<file path="config.mk">
export PLATFORM = sky130hd
export DESIGN_NAME = min_heap_priority_queue
export DESIGN_NICKNAME = d
export VERILOG_FILES = /design/src/rtl/mhpq_pkg.sv /design/src/rtl/min_heap_priority_queue.sv
export SDC_FILE = /design/constraint.sdc
export NUM_CORES = 2
export LEC_CHECK = 0
export CORE_MARGIN = 1
export CORE_UTILIZATION = 35
export CTS_BUF_LIST = sky130_fd_sc_hd__clkbuf_8
export DETAILED_ROUTE_END_ITERATION = 8
export DONT_BUFFER_PORTS = 1
export HOLD_SLACK_MARGIN = 0.06
export PLACE_DENSITY = 0.46
export SETUP_SLACK_MARGIN = 0.05
export SLEW_MARGIN = 20
export SYNTH_ARGS = -nofsm -noshare
export SYNTH_HDL_FRONTEND = slang
export SYNTH_SLANG_ARGS = --single-unit
</file>
<file path="constraint.sdc">
create_clock -name clk -period 10.7 [get_ports clk]
set_input_delay 1.605 -clock clk [delete_from_list [all_inputs] [get_ports clk]]
set_output_delay 1.605 -clock clk [all_outputs]
set_load 0.1 [all_outputs]
</file>
<file path="src/rtl/mhpq_pkg.sv">
`default_nettype none

package mhpq_pkg;

    localparam int DATA_W   = 32;
    localparam int STATUS_W = 2;
    localparam int COUNT_W  = 7;

    localparam logic OPC_INSERT = 1'b0;

    localparam logic [STATUS_W-1:0] ST_OK    = 2'd0;
    localparam logic [STATUS_W-1:0] ST_EMPTY = 2'd1;
    localparam logic [STATUS_W-1:0] ST_FULL  = 2'd2;

endpackage

`default_nettype wire

</file>
<file path="src/rtl/min_heap_priority_queue.sv">
`default_nettype none

// Binary min-heap in a synchronous two-read, one-write store; root kept in a register.
// A full, empty, first-key or last-key request goes straight to the done state. An insert
// sifts the key up through S_UP_CMP (and S_UP_FIN at the root); a delete fetches the last
// key in S_DN_LAST and sifts it down through S_DN_CMP. Throughput: one request at a time,
// taken once its predecessor's result is registered. Reset: count, state and output
// valid cleared at once; the store is not cleared. A result waits in the output register.
module min_heap_priority_queue #(
    parameter int CAPACITY  = 64,
    parameter int KEY_WIDTH = 32
) (
    input  wire logic                           clk,
    input  wire logic                           rst_n,
    input  wire logic                           in_valid,
    output logic                                in_stall,
    input  wire logic                           opcode,
    input  wire logic signed [mhpq_pkg::DATA_W-1:0] key_in,
    output logic                                out_valid,
    input  wire logic                           out_stall,
    output logic signed [mhpq_pkg::DATA_W-1:0]  removed_key,
    output logic [mhpq_pkg::STATUS_W-1:0]       status,
    output logic signed [mhpq_pkg::DATA_W-1:0]  min_key,
    output logic                                min_valid,
    output logic [mhpq_pkg::COUNT_W-1:0]        element_count
);
    import mhpq_pkg::*;

    localparam int ADDR_W = $clog2(CAPACITY);
    localparam int CNT_W  = $clog2(CAPACITY + 1);
    localparam int IDX_W  = ADDR_W + 2;

    localparam logic [2:0] S_IDLE    = 3'd0;
    localparam logic [2:0] S_UP_CMP  = 3'd1;
    localparam logic [2:0] S_UP_FIN  = 3'd2;
    localparam logic [2:0] S_DN_LAST = 3'd3;
    localparam logic [2:0] S_DN_CMP  = 3'd4;
    localparam logic [2:0] S_DONE    = 3'd5;

    logic [KEY_WIDTH-1:0] heap_mem [CAPACITY];

    logic [2:0]                  state_reg, state_next;
    logic [CNT_W-1:0]            cnt_reg, cnt_next;
    logic [ADDR_W-1:0]           pos_reg, pos_next;
    logic signed [KEY_WIDTH-1:0] key_reg, key_next;
    logic signed [KEY_WIDTH-1:0] root_reg, root_next;
    logic signed [KEY_WIDTH-1:0] res_removed_reg, res_removed_next;
    logic [STATUS_W-1:0]         res_status_reg, res_status_next;
    logic signed [KEY_WIDTH-1:0] rd0_reg, rd1_reg;
    logic                        out_valid_reg;
    logic signed [DATA_W-1:0]    out_removed_reg, out_min_reg;
    logic [STATUS_W-1:0]         out_status_reg;
    logic                        out_min_valid_reg;
    logic [COUNT_W-1:0]          out_count_reg;

    logic                        mem_we;
    logic [ADDR_W-1:0]           mem_wa, ra0, ra1;
    logic [KEY_WIDTH-1:0]        mem_wd;
    logic                        accept, out_free;
    logic signed [KEY_WIDTH-1:0] key_cvt;
    logic [ADDR_W-1:0]           up_idx, up_up_idx, cnt_parent, best_addr;
    logic [IDX_W-1:0]            l_idx, r_idx, best_idx, best_l;
    logic                        l_ok, r_ok, moved;
    logic signed [KEY_WIDTH-1:0] best_val;

    assign in_stall  = (state_reg != S_IDLE);
    assign accept    = in_valid && !in_stall;
    assign out_free  = !out_valid_reg || !out_stall;
    assign key_cvt   = KEY_WIDTH'(key_in);

    assign up_idx     = ADDR_W'((pos_reg - 1'b1) >> 1);
    assign up_up_idx  = ADDR_W'((up_idx - 1'b1) >> 1);
    assign cnt_parent = ADDR_W'((cnt_reg - 1'b1) >> 1);

    // Children of the current node and the smallest of node, left, right
    assign l_idx = {1'b0, pos_reg, 1'b1};
    assign r_idx = l_idx + 1'b1;
    assign l_ok  = l_idx < IDX_W'(cnt_reg);
    assign r_ok  = r_idx < IDX_W'(cnt_reg);

    always_comb
    begin
        best_val = key_reg;
        best_idx = IDX_W'(pos_reg);
        moved    = 1'b0;
        if (l_ok && (rd0_reg < best_val))
        begin
            best_val = rd0_reg;
            best_idx = l_idx;
            moved    = 1'b1;
        end
        if (r_ok && (rd1_reg < best_val))
        begin
            best_val = rd1_reg;
            best_idx = r_idx;
            moved    = 1'b1;
        end
    end

    assign best_addr = ADDR_W'(best_idx);
    assign best_l    = {1'b0, best_addr, 1'b1};

    always_comb
    begin
        state_next       = state_reg;
        cnt_next         = cnt_reg;
        pos_next         = pos_reg;
        key_next         = key_reg;
        root_next        = root_reg;
        res_removed_next = res_removed_reg;
        res_status_next  = res_status_reg;
        mem_we           = 1'b0;
        mem_wa           = pos_reg;
        mem_wd           = key_reg;
        ra0              = '0;
        ra1              = '0;

        unique case (state_reg)
            S_IDLE:
            begin
                if (accept)
                begin
                    res_removed_next = '0;
                    res_status_next  = ST_OK;
                    state_next       = S_DONE;
                    if (opcode == OPC_INSERT)
                    begin
                        if (cnt_reg == CNT_W'(CAPACITY))
                        begin
                            res_status_next = ST_FULL;
                        end
                        else if (cnt_reg == '0)
                        begin
                            mem_we    = 1'b1;
                            mem_wa    = '0;
                            mem_wd    = key_cvt;
                            root_next = key_cvt;
                            cnt_next  = CNT_W'(1);
                        end
                        else
                        begin
                            pos_next   = ADDR_W'(cnt_reg);
                            key_next   = key_cvt;
                            cnt_next   = cnt_reg + 1'b1;
                            ra0        = cnt_parent;
                            state_next = S_UP_CMP;
                        end
                    end
                    else
                    begin
                        if (cnt_reg == '0)
                        begin
                            res_status_next = ST_EMPTY;
                        end
                        else
                        begin
                            res_removed_next = root_reg;
                            cnt_next         = cnt_reg - 1'b1;
                            if (cnt_reg != CNT_W'(1))
                            begin
                                // fetch the last key, it becomes the new root
                                ra0        = ADDR_W'(cnt_reg - 1'b1);
                                pos_next   = '0;
                                state_next = S_DN_LAST;
                            end
                        end
                    end
                end
            end
            S_UP_CMP:
            begin
                mem_we = 1'b1;
                mem_wa = pos_reg;
                if (key_reg < rd0_reg)
                begin
                    mem_wd   = rd0_reg;
                    pos_next = up_idx;
                    ra0      = up_up_idx;
                    if (up_idx == '0)
                        state_next = S_UP_FIN;
                end
                else
                begin
                    mem_wd     = key_reg;
                    state_next = S_DONE;
                end
            end
            S_UP_FIN:
            begin
                mem_we     = 1'b1;
                mem_wa     = '0;
                mem_wd     = key_reg;
                root_next  = key_reg;
                state_next = S_DONE;
            end
            S_DN_LAST:
            begin
                key_next   = rd0_reg;
                ra0        = ADDR_W'(1);
                ra1        = ADDR_W'(2);
                state_next = S_DN_CMP;
            end
            S_DN_CMP:
            begin
                mem_we = 1'b1;
                mem_wa = pos_reg;
                mem_wd = best_val;
                if (pos_reg == '0)
                    root_next = best_val;
                if (moved)
                begin
                    pos_next = best_addr;
                    ra0      = ADDR_W'(best_l);
                    ra1      = ADDR_W'(best_l + 1'b1);
                end
                else
                begin
                    state_next = S_DONE;
                end
            end
            S_DONE:
            begin
                if (out_free)
                    state_next = S_IDLE;
            end
            default:
            begin
                state_next = S_IDLE;
            end
        endcase
    end

    always_ff @(posedge clk)
    begin
        if (mem_we)
            heap_mem[mem_wa] <= mem_wd;
        rd0_reg <= heap_mem[ra0];
        rd1_reg <= heap_mem[ra1];
    end

    always_ff @(posedge clk or negedge rst_n)
    begin
        if (!rst_n)
        begin
            state_reg     <= S_IDLE;
            cnt_reg       <= '0;
            out_valid_reg <= 1'b0;
        end
        else
        begin
            state_reg <= state_next;
            cnt_reg   <= cnt_next;
            if ((state_reg == S_DONE) && out_free)
                out_valid_reg <= 1'b1;
            else if (!out_stall)
                out_valid_reg <= 1'b0;
        end
    end

    always_ff @(posedge clk)
    begin
        pos_reg         <= pos_next;
        key_reg         <= key_next;
        root_reg        <= root_next;
        res_removed_reg <= res_removed_next;
        res_status_reg  <= res_status_next;
        if ((state_reg == S_DONE) && out_free)
        begin
            out_removed_reg   <= DATA_W'(res_removed_reg);
            out_status_reg    <= res_status_reg;
            out_min_reg       <= (cnt_reg != '0) ? DATA_W'(root_reg) : '0;
            out_min_valid_reg <= (cnt_reg != '0);
            out_count_reg     <= COUNT_W'(cnt_reg);
        end
    end

    assign out_valid     = out_valid_reg;
    assign removed_key   = out_removed_reg;
    assign status        = out_status_reg;
    assign min_key       = out_min_reg;
    assign min_valid     = out_min_valid_reg;
    assign element_count = out_count_reg;

    a_cnt_bound: assert property (@(posedge clk) disable iff (!rst_n)
        cnt_reg <= CNT_W'(CAPACITY))
        else $error("element count beyond capacity");

    a_dn_pos: assert property (@(posedge clk) disable iff (!rst_n)
        (state_reg == S_DN_CMP) |-> (IDX_W'(pos_reg) < IDX_W'(cnt_reg)))
        else $error("sift-down position outside the heap");

    a_full_count: assert property (@(posedge clk) disable iff (!rst_n)
        (out_valid_reg && (out_status_reg == ST_FULL)) |->
            (out_count_reg == COUNT_W'(CAPACITY)))
        else $error("full status with heap not full");

    a_empty_res: assert property (@(posedge clk) disable iff (!rst_n)
        (out_valid_reg && (out_status_reg == ST_EMPTY)) |->
            (!out_min_valid_reg && (out_removed_reg == '0)))
        else $error("empty status with a key reported");

    a_insert_grows: assert property (@(posedge clk) disable iff (!rst_n)
        (accept && (opcode == OPC_INSERT) && (cnt_reg != CNT_W'(CAPACITY))) |=>
            (cnt_reg == $past(cnt_reg) + 1'b1))
        else $error("insert did not grow the heap");

endmodule

`default_nettype wire

</file>
==> impl_metrics.ini <==
[sta]
hold_violations = 0
worst_pin_slew_ps = 1230
drv_slew = 0
layout_min_cycle_time_ps = 9410
slew_headroom_pct = 17.3
skew_ps = 103
finalCritPeriodShare_pct = 88.0
setup_viol_count_final = 0
clock.fmax_mhz = 106
rsz0062_at_grt = false
setup_tns_ps = 0

[clock_tree]
hold_buffers = 0
cts_tree = yes
numCtsBuffers = 399
clock-sinks = 2301
clkLatencyLatePin_ps = 1050
cts_resized = 0
cts_root_buf = clkbuf_8
clkTransAtPathRegs_ps = 70
cts_buffer_depth = 4
postCtsSetupRepairBufs = 0
h-tree-depth = 5

[logic_synthesis]
ys_seq_area_share_pct = 67.0
synth_simple_gate_area_share_pct = 16.2
synth_commonest_cells = 2386 x nand2_1, 2226 x edfxtp_1, 628 x nand3_1
synthAdderAreaFrac_pct = 1.02
async_flop_share_pct = 0.478
synthTopCellsByArea = edfxtp_1 65%, nand2_1 8.8%, nand3_1 3.1%, mux2i_1 2.3%, a21oi_1 2.3%
ys_ff_latch = 2301
synthMostInstantiatedCell = nand2_1
synth.largest_area_cell = edfxtp_1
synth_cells = 8743
ys.flop_type = edfxtp_1
ys_types = 95
synth_xor_area_share_pct = 0.129
synth_area_um2 = 102000
synthMuxAreaShare_pct = 2.49
synth_fp_nets = 8863
synth_compound_area_share_pct = 10.3
synth_edf_count = 2226
yosysWarnings = 0
synth_top_family_by_area = simple AND/OR/NAND/NOR gates
postSynthAreaPerCell_um2 = 11.7
synth_top_area_share_pct = 65.5

[grt]
grt_pass1_wl_um = 580000
grt_pass1_vias = 72200
grt_remaining_overflow = 0
grt_start_max_net_pins = 133
grt_util_all_layers_pct = 27.9
antenna_found_initial = 37

[routing]
wl_um = 420000
vias = 76900
drc_errors = 0
ant_nets = 0
drt-pass1-iter-count = 8
drt_iter0_drc = 9608
routed_via_density = 5.92
routedWlPerCell_um = 32.4

[setup_path]
reg2reg_depth = 25
crit_top_cell = ha_1
cp_data_required_time_ps = 11590
r2r-end = rd1_reg[7]$_DFF_P_
worstPathMaxFanout = 69
path_class = reg -> reg
critPathLaunchType = flip-flop
r2r_start = key_reg[14]$_DFFE_PP_
crit_path_start = key_reg[14]$_DFFE_PP_
r2r_slack_ps = 1290
end_kind = flip-flop
cp_slowest_cell = o22ai_1
endpoint = rd1_reg[7]$_DFF_P_
critical_path.max_stage_delay_ps = 870
worstPathArrival_ps = 10300

[floorplanning]
ios = 113
initial_core_util_pct = 35.3
die_x_um = 542
rows = 197
core_um2 = 289000
dieArea_um2 = 294000
die_h_um = 542

[placement]
numPortBuffers = 0
place.gp.congestion = 0.885
post-dp-hpwl_um = 246000

[layout]
area_delta_synth_final_pct = 13.1
drive_gt1_share_pct = 10.9
regMostFlops = heap_mem
fin_util_pct = 40.0
largest_reg_flops = 2048
final_nets = 8902

[min_path]
hold_class = in -> async

[run]
max_cap_viol_count = 0

[run_status]
status = finished clean
[cells in the final DEF, fill, tap and decap left out, types with 39 or more instances in the layout]
master and n:
nand2_1 2378, edfxtp_1 2226, nand3_1 623, a21oi_1 461, clkbuf_8 423, nor2_1 306
buf_4 246, mux2i_1 235, and3_1 194, inv_1 186, a32oi_1 125, a31oi_1 120
nor3_1 116, a221oi_1 110, o22ai_1 109, o21ai_0 101, clkinv_1 95, a311oi_1 87
ha_1 83, nor2_4 71, o221ai_1 64, dfxtp_1 64, nand4_1 52, o32ai_1 51
a22oi_1 45, buf_12 41, clkinv_2 39
[worst max-delay path, delay by kind of cell, from the launching register on]
kind | cells | cell delay, ps
DFF | 1 | 460
adders and majority gates | 3 | 1060
AOI/OAI and AO/OA | 11 | 3960
and+or+nand+nor | 8 | 2440
buffers and inverters | 3 | 1170
[area by class of cell]
class | count | area, um2
Clock inverter | 289 | 1440
Antenna cell | 15 | 37.5
Timing Repair Buffer | 289 | 2710
Tap cell | 3880 | 4850
Fill cell | 27600 | 174000
Sequential cell | 2301 | 68400
Multi-Input combinational cell | 5737 | 32100
Inverter | 54 | 203
Clock buffer | 423 | 5820
[metal layers]
metal / vias to the layer above / track usage (%) / part of all wire [%]
li1: 32700 / - / -
met1: 39100 / 39.0 / 43
met2: 4222 / 42.3 / 44
met3: 751 / 7.09 / 10
met4: 18 / 8.63 / 3.2
met5: - / 0 / 0.025
[through the flow]
| stage | setup slack (ps) | instance area [um2] | hold slack [ps] | instances |
|---|---|---|---|---|
| 4_1_cts | 1510 | 115000 | 197 | 13000 |
| 2_1_floorplan | 2060 | 102000 | 400 | 8743 |
| 5_1_grt | 853 | 116000 | 213 | 13000 |
| 6_report | 1290 | 116000 | 253 | 13000 |
| 3_5_place_dp | 1550 | 108000 | 405 | 12300 |
| 3_3_place_gp | 1430 | 108000 | 407 | 12300 |
[logic make-up (layout without fill, tap and decap cells)]
kind of cell | count (synthesis) | in the layout
and+or+nand+nor | 3888 | 3888
DFF | 2301 | 2301
AOI/OAI and AO/OA | 1505 | 1505
adders and majority gates | 83 | 83
xor gates and xnor gates | 15 | 15
buffers and inverters | 705 | 1055
other | 0 | 15
muxes | 246 | 246
[worst min path at each step]
stage | cells after the start | endpoint | slack, ps
2_1_floorplan | 0 | removed_key[0]$_DFFE_PP_ | 400
3_3_place_gp | 0 | removed_key[3]$_DFFE_PP_ | 410
3_5_place_dp | 0 | removed_key[11]$_DFFE_PP_ | 400
4_1_cts | 0 | cnt_reg[1]$_DFFE_PN0P_ | 200
5_1_grt | 0 | cnt_reg[3]$_DFFE_PN0P_ | 210
6_report | 0 | cnt_reg[3]$_DFFE_PN0P_ | 250
Power is left out: the tool's default activity adds up to more than one toggle a clock period on the data nets, which glitch-free logic cannot reach.
